`src/sv/pmq_ram.sv`:
```
// Generic single-port write, single-port registered read RAM.
// No dependencies.
module pmq_ram #(
  parameter int unsigned Width = 32,
  parameter int unsigned Depth = 64
) (
  input  logic                     clk_i,
  input  logic                     we_i,
  input  logic [$clog2(Depth)-1:0] waddr_i,
  input  logic [Width-1:0]         wdata_i,
  input  logic [$clog2(Depth)-1:0] raddr_i,
  output logic [Width-1:0]         rdata_o
);
  logic [Width-1:0] mem [Depth];

  always_ff @(posedge clk_i) begin
    if (we_i) begin
      mem[waddr_i] <= wdata_i;
    end
    rdata_o <= mem[raddr_i];
  end
endmodule

```
`config.mk`:
```
export PLATFORM = sky130hd
export DESIGN_NAME = pmq_ram
export DESIGN_NICKNAME = d
export VERILOG_FILES = /design/src/sv/pmq_ram.sv
export SDC_FILE = /design/constraint.sdc
export NUM_CORES = 2
export LEC_CHECK = 0
export ABC_AREA = 1
export BUFFER_PORTS_ARGS = -buffer_cell sky130_fd_sc_hd__buf_2
export CORE_MARGIN = 2
export CORE_UTILIZATION = 40
export DETAILED_ROUTE_END_ITERATION = 10
export SLEW_MARGIN = 15
export SYNTH_ARGS = -nofsm -noshare
export SYNTH_HDL_FRONTEND = slang
export SYNTH_SLANG_ARGS = --single-unit
```
`constraint.sdc`:
```
create_clock -name clk_i -period 6.4 [get_ports clk_i]
set_clock_uncertainty 0.1 [all_clocks]
set_input_delay 0.32 -clock clk_i [delete_from_list [all_inputs] [get_ports clk_i]]
set_output_delay 0.32 -clock clk_i [all_outputs]
set_load 0.05 [all_outputs]
```
==> flow_metrics.env <==
export IMPL_rows=166
export IMPL_hold_class="in2reg"
export IMPL_fin_nets=6806
export IMPL_totalWireLength_um=243000
export IMPL_grt_usage_pct=22.62
export IMPL_ant_nets=0
export IMPL_dp_cells=9239
export IMPL_worst_slack_ns=3.131
export IMPL_hold_depth=2
export IMPL_fin_crit_sh_pct=51.07
export IMPL_seq_area_mm2=0.06214
export IMPL_num_io_pins=78
export IMPL_numCtsBuffers=204
export IMPL_drive_gt1_share_pct=8.264
export IMPL_grt_overflow=0
export IMPL_max_freq_ghz=0.3059
export IMPL_synth_cells=6769
export IMPL_reg2reg_depth=8
export IMPL_async_flop_share_pct=0
export IMPL_tightest_slew_ns=1.270
export IMPL_final_cells=9627
export IMPL_grt_pass1_wl_um=351300
export IMPL_clock_sinks=2080
export IMPL_die_area_mm2=0.2105
export IMPL_yosys_top_cells_area="edfxtp_1 (74%), nand3_1 (12%), nand2_1 (10%), buf_2 (1.7%), dfxtp_1 (0.77%)"
export IMPL_path_clk_slew_ns=0.06
export IMPL_cts_path_max_buffers=3
export IMPL_worstSetupEndpointType="register"
export IMPL_ys_seq_area_share_pct=75.10
export IMPL_arrival_ns=3.90
export IMPL_p_seq_share_pct=53.0
export IMPL_core_area_mm2=0.2052
export IMPL_synth_most_common_cell="nand2_1"
export IMPL_ys_ff_latch=2080
export IMPL_slew_viol_final=0
export IMPL_period_needed_ns=3.269
export IMPL_power_density_mw_per_mm2=308.0
export IMPL_startpoint_type="primary input"
export IMPL_ctsResizeCount=0
export IMPL_p_leak_nw=32.18
export IMPL_antenna_found_initial=13
export IMPL_hold_violations=0
export IMPL_grt_max_degree=179
export IMPL_synthTopCellsByCount="nand2_1 (2248), edfxtp_1 (2048), nand3_1 (1907)"
export IMPL_area_delta_synth_final_pct=11.96
export IMPL_slew_headroom_pct=15.08
export IMPL_status="completed"
export IMPL_die_y_um=458.8
export IMPL_drt_pre_antenna_iters=9
export IMPL_setup_tns_ns=0
export IMPL_fill_cells=18209
export IMPL_routabilityCongestion=0.8379
export IMPL_synth_warnings=0
export IMPL_maxCapViolations=0
export IMPL_critPathRequiredTime_ns=7.03
export IMPL_yosys_area_top_type="edfxtp_1"
export IMPL_syn_area_mm2=0.08274
export IMPL_synth_nets=6815
export IMPL_yosysUniqueCellTypes=16
export IMPL_peakVddDrop_uv=226.4
export IMPL_p_int_w=0.02181
export IMPL_htree_levels=4
export IMPL_synth_top_cell_area_share_pct=74.33
export IMPL_die_w_um=458.8
export IMPL_ys_flop_type="edfxtp_1"
export IMPL_clkLatencyLatePin_ns=0.86
export IMPL_grt_pass1_vias=51075
export IMPL_worst_path_max_fanout=39
export IMPL_finalSetupViolations=0
export IMPL_crit_type="in2reg"
export IMPL_synth_edff_count=2048
export IMPL_hpwl_um=122900
export IMPL_portBuffers=77
export IMPL_clkPwrFrac_pct=40.5
export IMPL_pwr_share_comb_pct=6.5
export IMPL_final_util_pct=45.14
export IMPL_postCtsSetupBuffers=0
export IMPL_via_per_inst=5.595
export IMPL_detail_route_wl_per_cell_um=25.24
export IMPL_p_sw_w=0.006726
export IMPL_holdWs_ns=0.05930
export IMPL_power_share_switching_pct=23.57
export IMPL_vias=53859
export IMPL_start_util_pct=40.32
export IMPL_avgSynthCellArea_um2=12.22
export IMPL_rsz0062_at_grt="false"
export IMPL_root_buffer="clkbuf_16"
export IMPL_route_detailed_drc=0
export IMPL_multi_input_area_mm2=0.01877
export IMPL_drtIter0Drc=7538
export IMPL_pre_cts_ws_ns=2.723
export IMPL_cts_tree="built"
stage by stage:
step / cell area [um2] / power (W)
3_5_place_dp: 86230 / 0.01726
5_1_grt: 92630 / 0.02931
4_1_cts: 92620 / 0.02863
6_report: 92640 / 0.02854
3_3_place_gp: 86170 / 0.01724
2_1_floorplan: 82740 / 0.01641
repair_timing:
action                                  CTS  global route
endpoints found under the setup margin    0             0
hold buffers                              3             0
endpoints found under the hold margin     7             0
layer usage:
metal | share of wire (%) | wire (um) | GRT usage (%) | vias to the layer above
met5 | 0 | 0 | 0 | -
met4 | 4.0 | 9703 | 8.770 | 0
met3 | 8.2 | 19820 | 3.527 | 438
met2 | 46 | 111600 | 35.17 | 2460
met1 | 42 | 101900 | 32.00 | 26844
li1 | - | - | - | 24117
placed cells by master (no fill, tap or decap), drive strengths merged:
| master | instances |
|---|---|
| nand4 | 9 |
| nor2 | 56 |
| clkinv | 104 |
| clkinvlp | 9 |
| clkbuf | 251 |
| dlygate4sd3 | 3 |
| dfxtp | 32 |
| nand2 | 2248 |
| buf | 231 |
| edfxtp | 2048 |
| inv | 17 |
| diode | 5 |
| nor4 | 8 |
| nand3 | 1907 |
| bufinv | 11 |
critical path, stage by stage:
cell	delay [ns]
dlygate4sd3_1	0.53
buf_4	0.52
clkinv_2	0.72
buf_4	0.58
nand3_1	0.43
nand2_1	0.21
nand2_1	0.40
nand2_1	0.09
registers in the layout, indices dropped and copies added (netlist names):
| name | flops |
|---|---|
| rdata_o | 32 |
| mem | 2048 |
layout make-up:
class	count	area share, %
clock buffer	251	5.701
tap	2688	3.631
clock inverter	129	1.174
inverter	12	0.08914
multi-input combinational	4228	20.26
antenna	5	0.01351
sequential	2080	67.08
timing repair buffer	234	2.052
path summary, 6_finish.rpt:
check | from | to | slack, ns
max | raddr_i[4] | rdata_o[10] | 3.13
min | wdata_i[5] | mem[54][5] | 0.06
max reg2reg | mem[39][10] | rdata_o[10] | 4.29
min reg2reg | mem[22][25] | rdata_o[25] | 0.71
logic make-up after synthesis:
logic type,synth area share [%]
DFF,75.10
buffers and inverters,2.779
and+or+nand+nor,22.12
power groups by stage:
stage	Sequential, W	Combinational, W	Clock (W)
2_1_floorplan	0.0155	0.000926	0
3_3_place_gp	0.0154	0.00183	0
3_5_place_dp	0.0154	0.00184	0
4_1_cts	0.0151	0.00185	0.0117
5_1_grt	0.0151	0.00199	0.0122
6_report	0.0151	0.00187	0.0115
No activity file was read; power rests on OpenSTA's default activity.
