[src/sv/pmq_pkg.sv]
// Package for the probability mass quantizer: widths, defaults and sequencer states.
// No dependencies.
package pmq_pkg;
  localparam int unsigned MaxSymbolsDef = 64;
  localparam int unsigned FracBitsDef   = 16;
  localparam int unsigned MassW         = 25;
  localparam int unsigned ScoreW        = 32;
  localparam int unsigned SymW          = 6;
  localparam logic [MassW-1:0] MassReset = 25'd65536;

  typedef enum logic [3:0] {
    StLoad,
    StSortRd,
    StSortCur,
    StSortCmp,
    StSortPut,
    StRangeHi,
    StRangeLo,
    StNormRd,
    StNormStart,
    StNormWait,
    StMassRd,
    StMassStart,
    StMassWait,
    StMassTop,
    StEmitRd,
    StEmit
  } state_e;

  typedef struct packed {
    logic start;
    logic busy;
  } div_ctl_t;
endpackage

[src/sv/pmq_div.sv]
// Restoring divider, one quotient bit per cycle, unsigned.
// Depends on pmq_pkg.
module pmq_div
  import pmq_pkg::*;
#(
  parameter int unsigned W = 64
) (
  input  logic         clk_i,
  input  logic         rst_ni,
  input  logic         start_i,
  input  logic [W-1:0] num_i,
  input  logic [W-1:0] den_i,
  output div_ctl_t     ctl_o,
  output logic [W-1:0] quot_o
);
  localparam int unsigned CntW = $clog2(W + 1);
  logic [W-1:0]    rem_q, rem_d, quo_q, quo_d, den_q, den_d;
  logic [CntW-1:0] cnt_q, cnt_d;
  logic            busy_q, busy_d;
  logic [W:0]      trial;

  always_comb begin
    rem_d  = rem_q;
    quo_d  = quo_q;
    den_d  = den_q;
    cnt_d  = cnt_q;
    busy_d = busy_q;
    trial  = {rem_q, quo_q[W-1]} - {1'b0, den_q};
    if (start_i) begin
      rem_d  = '0;
      quo_d  = num_i;
      den_d  = den_i;
      cnt_d  = CntW'(W);
      busy_d = 1'b1;
    end else if (busy_q) begin
      if (!trial[W]) begin
        rem_d = trial[W-1:0];
        quo_d = {quo_q[W-2:0], 1'b1};
      end else begin
        rem_d = {rem_q[W-2:0], quo_q[W-1]};
        quo_d = {quo_q[W-2:0], 1'b0};
      end
      cnt_d = cnt_q - 1'b1;
      if (cnt_q == CntW'(1)) begin
        busy_d = 1'b0;
      end
    end
  end

  always_ff @(posedge clk_i or negedge rst_ni) begin
    if (!rst_ni) begin
      busy_q <= 1'b0;
      cnt_q  <= '0;
    end else begin
      busy_q <= busy_d;
      cnt_q  <= cnt_d;
    end
  end

  always_ff @(posedge clk_i) begin
    rem_q <= rem_d;
    quo_q <= quo_d;
    den_q <= den_d;
  end

  assign ctl_o.start = start_i;
  assign ctl_o.busy  = busy_q;
  assign quot_o      = quo_q;
endmodule

[config.mk]
export PLATFORM = sky130hd
export DESIGN_NAME = pmq_div
export DESIGN_NICKNAME = d
export VERILOG_FILES = /design/src/sv/pmq_pkg.sv /design/src/sv/pmq_div.sv
export SDC_FILE = /design/constraint.sdc
export NUM_CORES = 1
export LEC_CHECK = 0
export BUFFER_PORTS_ARGS = -buffer_cell sky130_fd_sc_hd__buf_4
export CORE_ASPECT_RATIO = 1.25
export CORE_MARGIN = 2
export CORE_UTILIZATION = 58
export DETAILED_ROUTE_END_ITERATION = 8
export PLACE_DENSITY = 0.82
export SETUP_SLACK_MARGIN = 0.3
export SLEW_MARGIN = 25
export SYNTH_ARGS = -nofsm -noshare
export SYNTH_HDL_FRONTEND = slang
export SYNTH_SLANG_ARGS = --single-unit
[constraint.sdc]
create_clock -name clk_i -period 4.8 [get_ports clk_i]
set_clock_uncertainty 0.2 [all_clocks]
set_input_delay 0.48 -clock clk_i [delete_from_list [all_inputs] [get_ports clk_i]]
set_output_delay 0.48 -clock clk_i [all_outputs]
set_load 0.05 [all_outputs]
==> results of run 1 <==
==> logic make-up (layout without fill, tap and decap cells) <==
group,count (synthesis),in the layout,synth area share (%)
adders and majority gates,67,67,7.07
xor gates and xnor gates,64,64,4.91
and+or+nand+nor,357,357,13.5
buffers and inverters,167,373,5.63
muxes,70,70,6.52
AOI/OAI and AO/OA,311,311,17.8
DFF,200,200,44.5
==> per-stage QoR <==
stage | instances | total power [W]
2_1_floorplan | 1236 | 0.00579
3_3_place_gp | 1637 | 0.00672
3_5_place_dp | 1637 | 0.00681
4_1_cts | 1697 | 0.00835
5_1_grt | 1712 | 0.00896
6_report | 1712 | 0.00843
==> registers in the layout, indices dropped and copies added (netlist names) <==
| register | cells |
|---|---|
| busy_q | 1 |
| cnt_q | 7 |
| quot_o | 64 |
| den_q | 64 |
| rem_q | 64 |
==> power breakdown <==
| part | internal [W] | switching, W | leakage, nW |
|---|---|---|---|
| Sequential | 0.00227 | 0.000344 | 1.92 |
| Combinational | 0.00171 | 0.00262 | 4.04 |
| Clock | 0.000717 | 0.000771 | 0.300 |
| Total | 0.00470 | 0.00373 | 6.26 |
==> routing by layer <==
metal	vias up	wire length (µm)	global-route usage [%]	share of wire, %
met1	4713	12200	32.5	40
met5	-	0	0	0
met4	0	1050	12.5	3.4
met3	80	2200	6.72	7.1
met2	428	15400	50.5	50
li1	4859	-	-	-
==> layout by cell type, fill, tap and decap left out, drive strengths merged, types with 25 or more instances in the layout <==
master and count:
xnor2 39, buf 206, mux2 63, nand2 143, dfxtp 64, nor2 103
a311oi 48, ha 66, dlygate4sd3 41, inv 102, xor2 25, a21o 29
edfxtp 128, a21oi 82, o21ai 50
==> worst register-to-register path, cell delays in order, from the launching register on <==
cell      delay, ns
edfxtp_1       0.34
inv_1          0.06
ha_1           0.22
fa_1           0.39
nand2b_1       0.19
a21oi_1        0.22
o211a_1        0.26
nor3_1         0.08
o21a_1         0.27
o41ai_4        0.58
a21oi_4        0.21
xnor2_4        0.22
buf_12         0.24
nand2_1        0.36
o21ai_0        0.30
==> timing repair <==
| action | 4_1_cts | 5_1_grt |
|---|---|---|
| setup buffers | 0 | 2 |
| endpoints found under the hold margin | 35 | 13 |
| hold buffers | 28 | 13 |
| setup endpoints to repair | 0 | 29 |
| gates resized for setup | 0 | 0 |
==> area by class of cell <==
type | instances | area share, %
Clock buffer | 17 | 2.92
Multi-Input combinational cell | 869 | 40.9
Tap cell | 270 | 2.32
Inverter | 94 | 2.42
Timing Repair Buffer | 247 | 13.6
Sequential cell | 200 | 36.5
Clock inverter | 15 | 1.30
==> worst paths after layout <==
kind                                  from        end  slack [ns]  cells past startpoint
worst max-delay path            quot_o[63]  rem_q[60]        0.59                     14
worst min-delay path             den_i[30]  den_q[30]       0.003                      1
worst max register to register  quot_o[63]  rem_q[60]        0.59                     14
worst min register to register   rem_q[30]  rem_q[31]        0.29                      2
max in group asynchronous           rst_ni     busy_q        4.09                      2
min in group asynchronous           rst_ni   cnt_q[3]        0.17                      2
==> flow_summary.ini, run 1 <==
[drt]
routed_wl_um = 30800
firstDrtPassIters = 6
drt_iter0_drc = 954
drc_errors = 0
ant_nets = 0
vias = 10080
wl_per_cell_um = 18.0
viasPerCell = 5.89

[finish]
register_area_mm2 = 0.00533
fillers = 1520
fin_nets = 1627
design_area_mm2 = 0.0146
area_growth_pct = 22.0
n_antenna_cell = 0
multi_input_area_mm2 = 0.00597
drive_gt1_share_pct = 21.8
fin_util_pct = 72.3

[yosys]
synth.distinct_cells = 71
syn_inst = 1236
synth-edff-count = 128
seq_area_frac_synth_pct = 44.5
ys.flop_type = edfxtp_1
synth_area_leader_cell = edfxtp_1
syn-num-nets = 1434
avgSynthCellArea_um2 = 9.67
yosys-top-cells-area = edfxtp_1 (32%), dfxtp_1 (11%), ha_1 (6.9%), mux2_2 (5.9%), nand2_1 (4.5%)
yosysMostFrequentCell = nand2_1
ys_warn_count = 0
async_flop_share_pct = 4.00
syn-cell-area_mm2 = 0.0120
yosysTopAreaCellShare_pct = 32.1
ys_top_cells_by_count = nand2_1 (143), edfxtp_1 (128), nor2_1 (103), inv_1 (94), a21oi_1 (81)
synth_seq_cells = 200

[worst_setup_path]
cp_slowest_cell = o41ai_4
path_class = register to register
crit_family = compound AO/OA/AOI/OAI gates
end_kind = register
crit_path_start_kind = register
cp_cell_sequence = inv_1, ha_1, fa_1, nand2b_1, a21oi_1, o211a_1, nor3_1, o21a_1, o41ai_4, a21oi_4, xnor2_4, buf_12, nand2_1, o21ai_0
cp_max_fo = 42
cp.required_ns = 4.96
worstPathArrival_ns = 4.38
max_stage_delay_ns = 0.58
crit_buf_inv = 2

[power]
powerDensity_mw_per_mm2 = 578
p_leak_nw = 6.26
peakVddDrop_v = 0.000315

[sta]
rsz0062_at_grt = false
tightest_slew_ns = 0.966
worst_slack_ns = 0.585
fmax_mhz = 237
period_minus_slack_ns = 4.21
slew_violations = 0
relSlewSlack_pct = 35.6
fin_crit_sh_pct = 87.8
whs_ns = 0.00307
finalHoldViolations = 0
setup_viol_count_final = 0
fin_setup_tns_ns = 0

[die]
initial_utilization_pct = 59.3
rows = 58
die_w_um = 132
dieHeight_um = 165
dieArea_mm2 = 0.0218
fp.coreArea_mm2 = 0.0202
num_io_pins = 197

[placed_design]
place_area_mm2 = 0.0135
place_hpwl_um = 22300
port_buffers = 196
post-place-ws_ns = 0.551
gp_congestion = 0.974

[cts]
cts-root-buf = clkbuf_16
path_clk_slew_ns = 0.08
clock_latency_ns = 0.45
cts_tree = built
clock-sinks = 200
cts_max_level = 4
ctsLongestPathBuffers = 2
cts_buffers = 17

[global_routing]
first_global_vias = 10084
grt_first_pass_wirelength_um = 49600
grt_usage_pct = 28.3
antenna_found_initial = 0
grt_max_degree = 100
gr-total-overflow = 0

[worst_hold_path]
hold_path.class = input port to register

[run]
drv_cap = 0

[status]
outcome = finished, final reports clean
(Power assumes the default switching activity.)
==> inputs of run 2 (changes only) <==
--- a/config.mk
+++ b/config.mk
@@ -5,12 +5,12 @@
 export SDC_FILE = /design/constraint.sdc
 export NUM_CORES = 1
 export LEC_CHECK = 0
-export BUFFER_PORTS_ARGS = -buffer_cell sky130_fd_sc_hd__buf_4
 export CORE_ASPECT_RATIO = 1.25
-export CORE_MARGIN = 2
-export CORE_UTILIZATION = 58
+export CORE_MARGIN = 3
+export CORE_UTILIZATION = 65
 export DETAILED_ROUTE_END_ITERATION = 8
-export PLACE_DENSITY = 0.82
+export DONT_BUFFER_PORTS = 1
+export PLACE_DENSITY = 0.81
 export SETUP_SLACK_MARGIN = 0.3
 export SLEW_MARGIN = 25
 export SYNTH_ARGS = -nofsm -noshare
==> run 2 against run 1 <==
Net effect:
- clock power hardly changed
- via count is 6.6% lower
- critical path depth is 2 lower
- sequential share of layout area is 3.5 points higher
- clock-buffer cell count stayed put
- highest routed layer unchanged
==> flow_summary.ini, run 2 (same netlist as run 1, synthesis figures left out) <==
[global_routing]
grt_usage_pct = 29.0
antenna_found_initial = 0
grt_first_pass_wirelength_um = 47000
first_global_vias = 9565
grt_max_degree = 131
gr-total-overflow = 0

[cts]
cts_buffers = 17
clock_latency_ns = 0.45
path_clk_slew_ns = 0.08
cts-root-buf = clkbuf_16
cts_max_level = 4
cts_tree = built
cts_setup_buffers = 0
clock-sinks = 200
ctsLongestPathBuffers = 2

[power]
p_leak_nw = 5.41
powerDensity_mw_per_mm2 = 615
peakVddDrop_v = 0.000372

[sta]
setup_viol_count_final = 0
slew_violations = 0
fin_setup_tns_ns = 0
tightest_slew_ns = 0.953
relSlewSlack_pct = 36.4
rsz0062_at_grt = false
fin_crit_sh_pct = 87.2
finalHoldViolations = 0
period_minus_slack_ns = 4.19
fmax_mhz = 239

[finish]
fin_util_pct = 74.9
register_area_mm2 = 0.00533
drive_gt1_share_pct = 9.23
final_cell_mix = nand2_1 (143), edfxtp_1 (128), nor2_1 (103)
n_antenna_cell = 0
design_area_mm2 = 0.0133
multi_input_area_mm2 = 0.00597
layout_commonest_cell = nand2_1
area_growth_pct = 11.2
fin_nets = 1453
fillers = 1268

[worst_setup_path]
end_kind = register
crit_family = compound AO/OA/AOI/OAI gates
ff2ff_setup_slack_ns = 0.61
path_class = register to register
crit_buf_inv = 1
worstPathArrival_ns = 4.30
cp_slowest_cell = o31ai_2
max_stage_delay_ns = 0.58
cp_max_fo = 7
cp.depth = 12
r2r_cells = 12
r2r_end = rem_q[61]
crit_path_start_kind = register
cp_cell_sequence = inv_1, ha_1, nand4_1, or3_1, a211o_1, a31oi_1, nor2_1, o31ai_2, a21bo_1, a21boi_0, nor4b_1, o32ai_1
r2r_start = den_q[11]
cp.required_ns = 4.91

[drt]
ant_nets = 0
routed_wl_um = 28800
vias = 9416
drc_errors = 0
firstDrtPassIters = 5
wl_met2_um = 14200
drt_iter0_drc = 824
routed.top_layer = met4
viasPerCell = 6.31
met3_length_um = 2100
wl_per_cell_um = 19.3
wl_met1_um = 11500

[worst_hold_path]
hold_path_depth = 1
min-delay-start = start_i
hold_path.class = input port to register
hold_end = rem_q[29]

[placed_design]
place_hpwl_um = 19800
place_area_mm2 = 0.0120
gp_congestion = 0.938
port_buffers = 0

[status]
outcome = finished, final reports clean

[die]
initial_utilization_pct = 67.3
die_w_um = 127
fp.coreArea_mm2 = 0.0178
num_io_pins = 197
dieArea_mm2 = 0.0201
rows = 54
dieHeight_um = 158

[run]
drv_cap = 0
[run 2: metal layers]
layer / vias to the layer above / GRT usage, %
met3: 82 / 7.46
met2: 416 / 49.1
met4: 0 / 13.7
li1: 4512 / -
met5: - / 0
met1: 4406 / 34.7
[run 2: worst max path at each step]
stage / startpoint / endpoint / slack [ns]
6_report: den_q[11] / rem_q[61] / 0.61
5_1_grt: quot_o[63] / rem_q[61] / 0.31
4_1_cts: quot_o[63] / rem_q[14] / 0.55
3_5_place_dp: quot_o[63] / rem_q[10] / 0.65
3_3_place_gp: den_q[12] / rem_q[61] / 0.85
2_1_floorplan: quot_o[63] / rem_q[61] / 0.88
[run 2: stage by stage]
| stage | power (W) | hold WS [ns] | std cells | setup slack [ns] |
|---|---|---|---|---|
| after floorplan | 0.00579 | -0.0156 | 1236 | 0.879 |
| after global placement | 0.00643 | -0.0154 | 1394 | 0.850 |
| after detailed placement | 0.00651 | -0.0154 | 1394 | 0.649 |
| after CTS | 0.00813 | 0.000467 | 1492 | 0.549 |
| after global routing | 0.00873 | 0.0153 | 1492 | 0.306 |
| final | 0.00818 | 0.0420 | 1492 | 0.613 |
[run 2: cell type report]
cell class | count | share of cell area [%]
tap | 224 | 2.11
sequential | 200 | 40.1
timing repair buffer | 73 | 5.52
clock buffer | 17 | 3.20
clock inverter | 15 | 1.58
multi-input combinational | 869 | 44.9
inverter | 94 | 2.65
[run 2: repair_timing]
| item | in CTS | in global routing |
|---|---|---|
| hold buffers | 66 | 0 |
| setup endpoints to repair | 0 | 12 |
| hold endpoints to repair | 202 | 0 |
| gates resized for setup | 0 | 1 |
[run 2: where the power goes]
part	internal, W	switching [W]	total [W]
clock network	0.000770	0.000750	0.00152
logic	0.00151	0.00224	0.00374
registers	0.00228	0.000641	0.00292
total	0.00455	0.00363	0.00818
==> inputs of run 3 (changes only) <==
--- a/config.mk
+++ b/config.mk
@@ -5,9 +5,10 @@
 export SDC_FILE = /design/constraint.sdc
 export NUM_CORES = 1
 export LEC_CHECK = 0
-export CORE_ASPECT_RATIO = 1.25
+export CORE_ASPECT_RATIO = 1.75
 export CORE_MARGIN = 3
 export CORE_UTILIZATION = 65
+export CTS_BUF_LIST = sky130_fd_sc_hd__clkbuf_8
 export DETAILED_ROUTE_END_ITERATION = 8
 export DONT_BUFFER_PORTS = 1
 export PLACE_DENSITY = 0.81
==> run 3 against run 2 <==
Net effect:
- worst hold slack worse by 0.019 ns
- maximum frequency hardly changed
- setup slack got worse by 0.0024 ns
- register-to-register slack barely moved
- sequential cell count unchanged
- critical path depth grew 2
- sequential share of layout area down 0.89 points
- via count increased by 3.4%
- clock-buffer cell count is 1 higher
- critical endpoint is now rem_q[29]
- largest cell class unchanged
- largest power group unchanged
==> flow_summary.ini, run 3 (same netlist as run 1, synthesis figures left out) <==
[power]
p_clk_share_pct = 14.1
p_leak_nw = 5.54
switching_share_pct = 45.2
p_int_w = 0.00434
seqPwrFrac_pct = 37.1
power.total_w = 0.00792
powerDensity_mw_per_mm2 = 582
combPwrFrac_pct = 48.8
netSwitchingPower_w = 0.00358
peakVddDrop_v = 0.000374

[drt]
ant_nets = 0
wl_per_cell_um = 19.8
drc_errors = 0
routed_wl_um = 30800
vias = 9733
firstDrtPassIters = 5
drt_iter0_drc = 619
viasPerCell = 6.26

[die]
dieArea_mm2 = 0.0201
dieHeight_um = 185
fp.coreArea_mm2 = 0.0181
rows = 65
die_w_um = 109
num_io_pins = 197
initial_utilization_pct = 66.2

[worst_setup_path]
end_kind = register
cp_slowest_cell = o41ai_4
crit_path_start_kind = register
worstPathArrival_ns = 4.38
crit_family = compound AO/OA/AOI/OAI gates
cp_cell_sequence = inv_1, ha_1, fa_1, nand2b_1, a21oi_1, o211a_1, nor3_1, o21a_1, o41ai_4, a21oi_4, xnor2_4, buf_4, nand2_1, o221ai_1
crit_buf_inv = 2
cp_max_fo = 18
max_stage_delay_ns = 0.52
path_class = register to register
cp.required_ns = 4.99

[placed_design]
port_buffers = 0
place_hpwl_um = 20800
gp_congestion = 1.00
post-place-ws_ns = 0.583

[sta]
fin_setup_tns_ns = 0
tightest_slew_ns = 0.934
slew_violations = 0
fmax_mhz = 239
relSlewSlack_pct = 37.7
worst_slack_ns = 0.611
period_minus_slack_ns = 4.19
finalHoldViolations = 0
setup_viol_count_final = 0
fin_crit_sh_pct = 87.3
rsz0062_at_grt = false
whs_ns = 0.0227

[cts]
cts-root-buf = clkbuf_8
clock-sinks = 200
cts_buffers = 17
ctsLongestPathBuffers = 2
path_clk_slew_ns = 0.11
cts_tree = built
clock_latency_ns = 0.49
cts_resized = 0
cts_max_level = 4

[finish]
layout_commonest_cell = nand2_1
area_growth_pct = 13.8
drive_gt1_share_pct = 9.38
n_antenna_cell = 0
fin_nets = 1507
fin_util_pct = 75.3
final_cell_mix = nand2_1 (143), edfxtp_1 (128), dlygate4sd3_1 (111)

[global_routing]
first_global_vias = 9991
gr-total-overflow = 0
grt_first_pass_wirelength_um = 48800
grt_usage_pct = 31.0
antenna_found_initial = 0
grt_max_degree = 132

[status]
outcome = finished, final reports clean

[worst_hold_path]
hold_path.class = input port to register

[run]
drv_cap = 0
## run 3: cell count changes in the layout (fill, tap and decap cells not counted)
cell           before  now
dlygate4sd3_1      65  111
inv_12              3    0
clkinvlp_4          0    1
clkinv_1            0    1
clkinv_2            0    1
inv_8               5    2
inv_6               0    4
clkbuf_8            0   18
bufinv_16           1    2
clkbuf_16          17    0
buf_4               6   15
buf_6               1    0
clkinv_8            3    0
## run 3: power by group through the flow
stage,Clock [W],Combinational [W],Sequential [W]
final,0.00112,0.00386,0.00294
after global routing,0.00119,0.00426,0.00299
after CTS,0.00113,0.00378,0.00292
after detailed placement,0,0.00367,0.00295
after global placement,0,0.00359,0.00295
after floorplan,0,0.00297,0.00281
## run 3: path summary, 6_finish.rpt
path	from	end	slack (ns)	depth (start not counted)
max	quot_o[63]	rem_q[29]	0.61	14
min	num_i[10]	quot_o[10]	0.02	1
max reg2reg	quot_o[63]	rem_q[29]	0.61	14
min reg2reg	rem_q[1]	rem_q[2]	0.30	2
max in group asynchronous	rst_ni	busy_q	3.92	1
min in group asynchronous	rst_ni	busy_q	0.16	1
## run 3: layer usage
metal / vias up / track usage, % / share of wire, %
met5: - / 0 / 0
met4: 0 / 19.6 / 6.2
met3: 110 / 5.51 / 5.0
met2: 390 / 56.8 / 54
met1: 4611 / 31.9 / 35
li1: 4622 / - / -
## run 3: final cells by class
type | count | area [µm²]
clock buffer | 18 | 248
fill | 1306 | 4450
tap | 234 | 293
clock inverter | 14 | 160
inverter | 94 | 353
sequential | 200 | 5330
multi-input combinational | 869 | 5970
timing repair buffer | 127 | 1250
## run 3: per-stage QoR
step           area [µm²]  std cells
2_1_floorplan       12000       1236
3_3_place_gp        12000       1409
3_5_place_dp        12000       1409
4_1_cts             13600       1550
5_1_grt             13600       1556
6_report            13600       1556
## run 3: timing repair
| action | in CTS | in global routing |
|---|---|---|
| setup buffers | 0 | 3 |
| endpoints found under the hold margin | 246 | 3 |
| endpoints found under the setup margin | 0 | 4 |
| hold buffers | 109 | 3 |
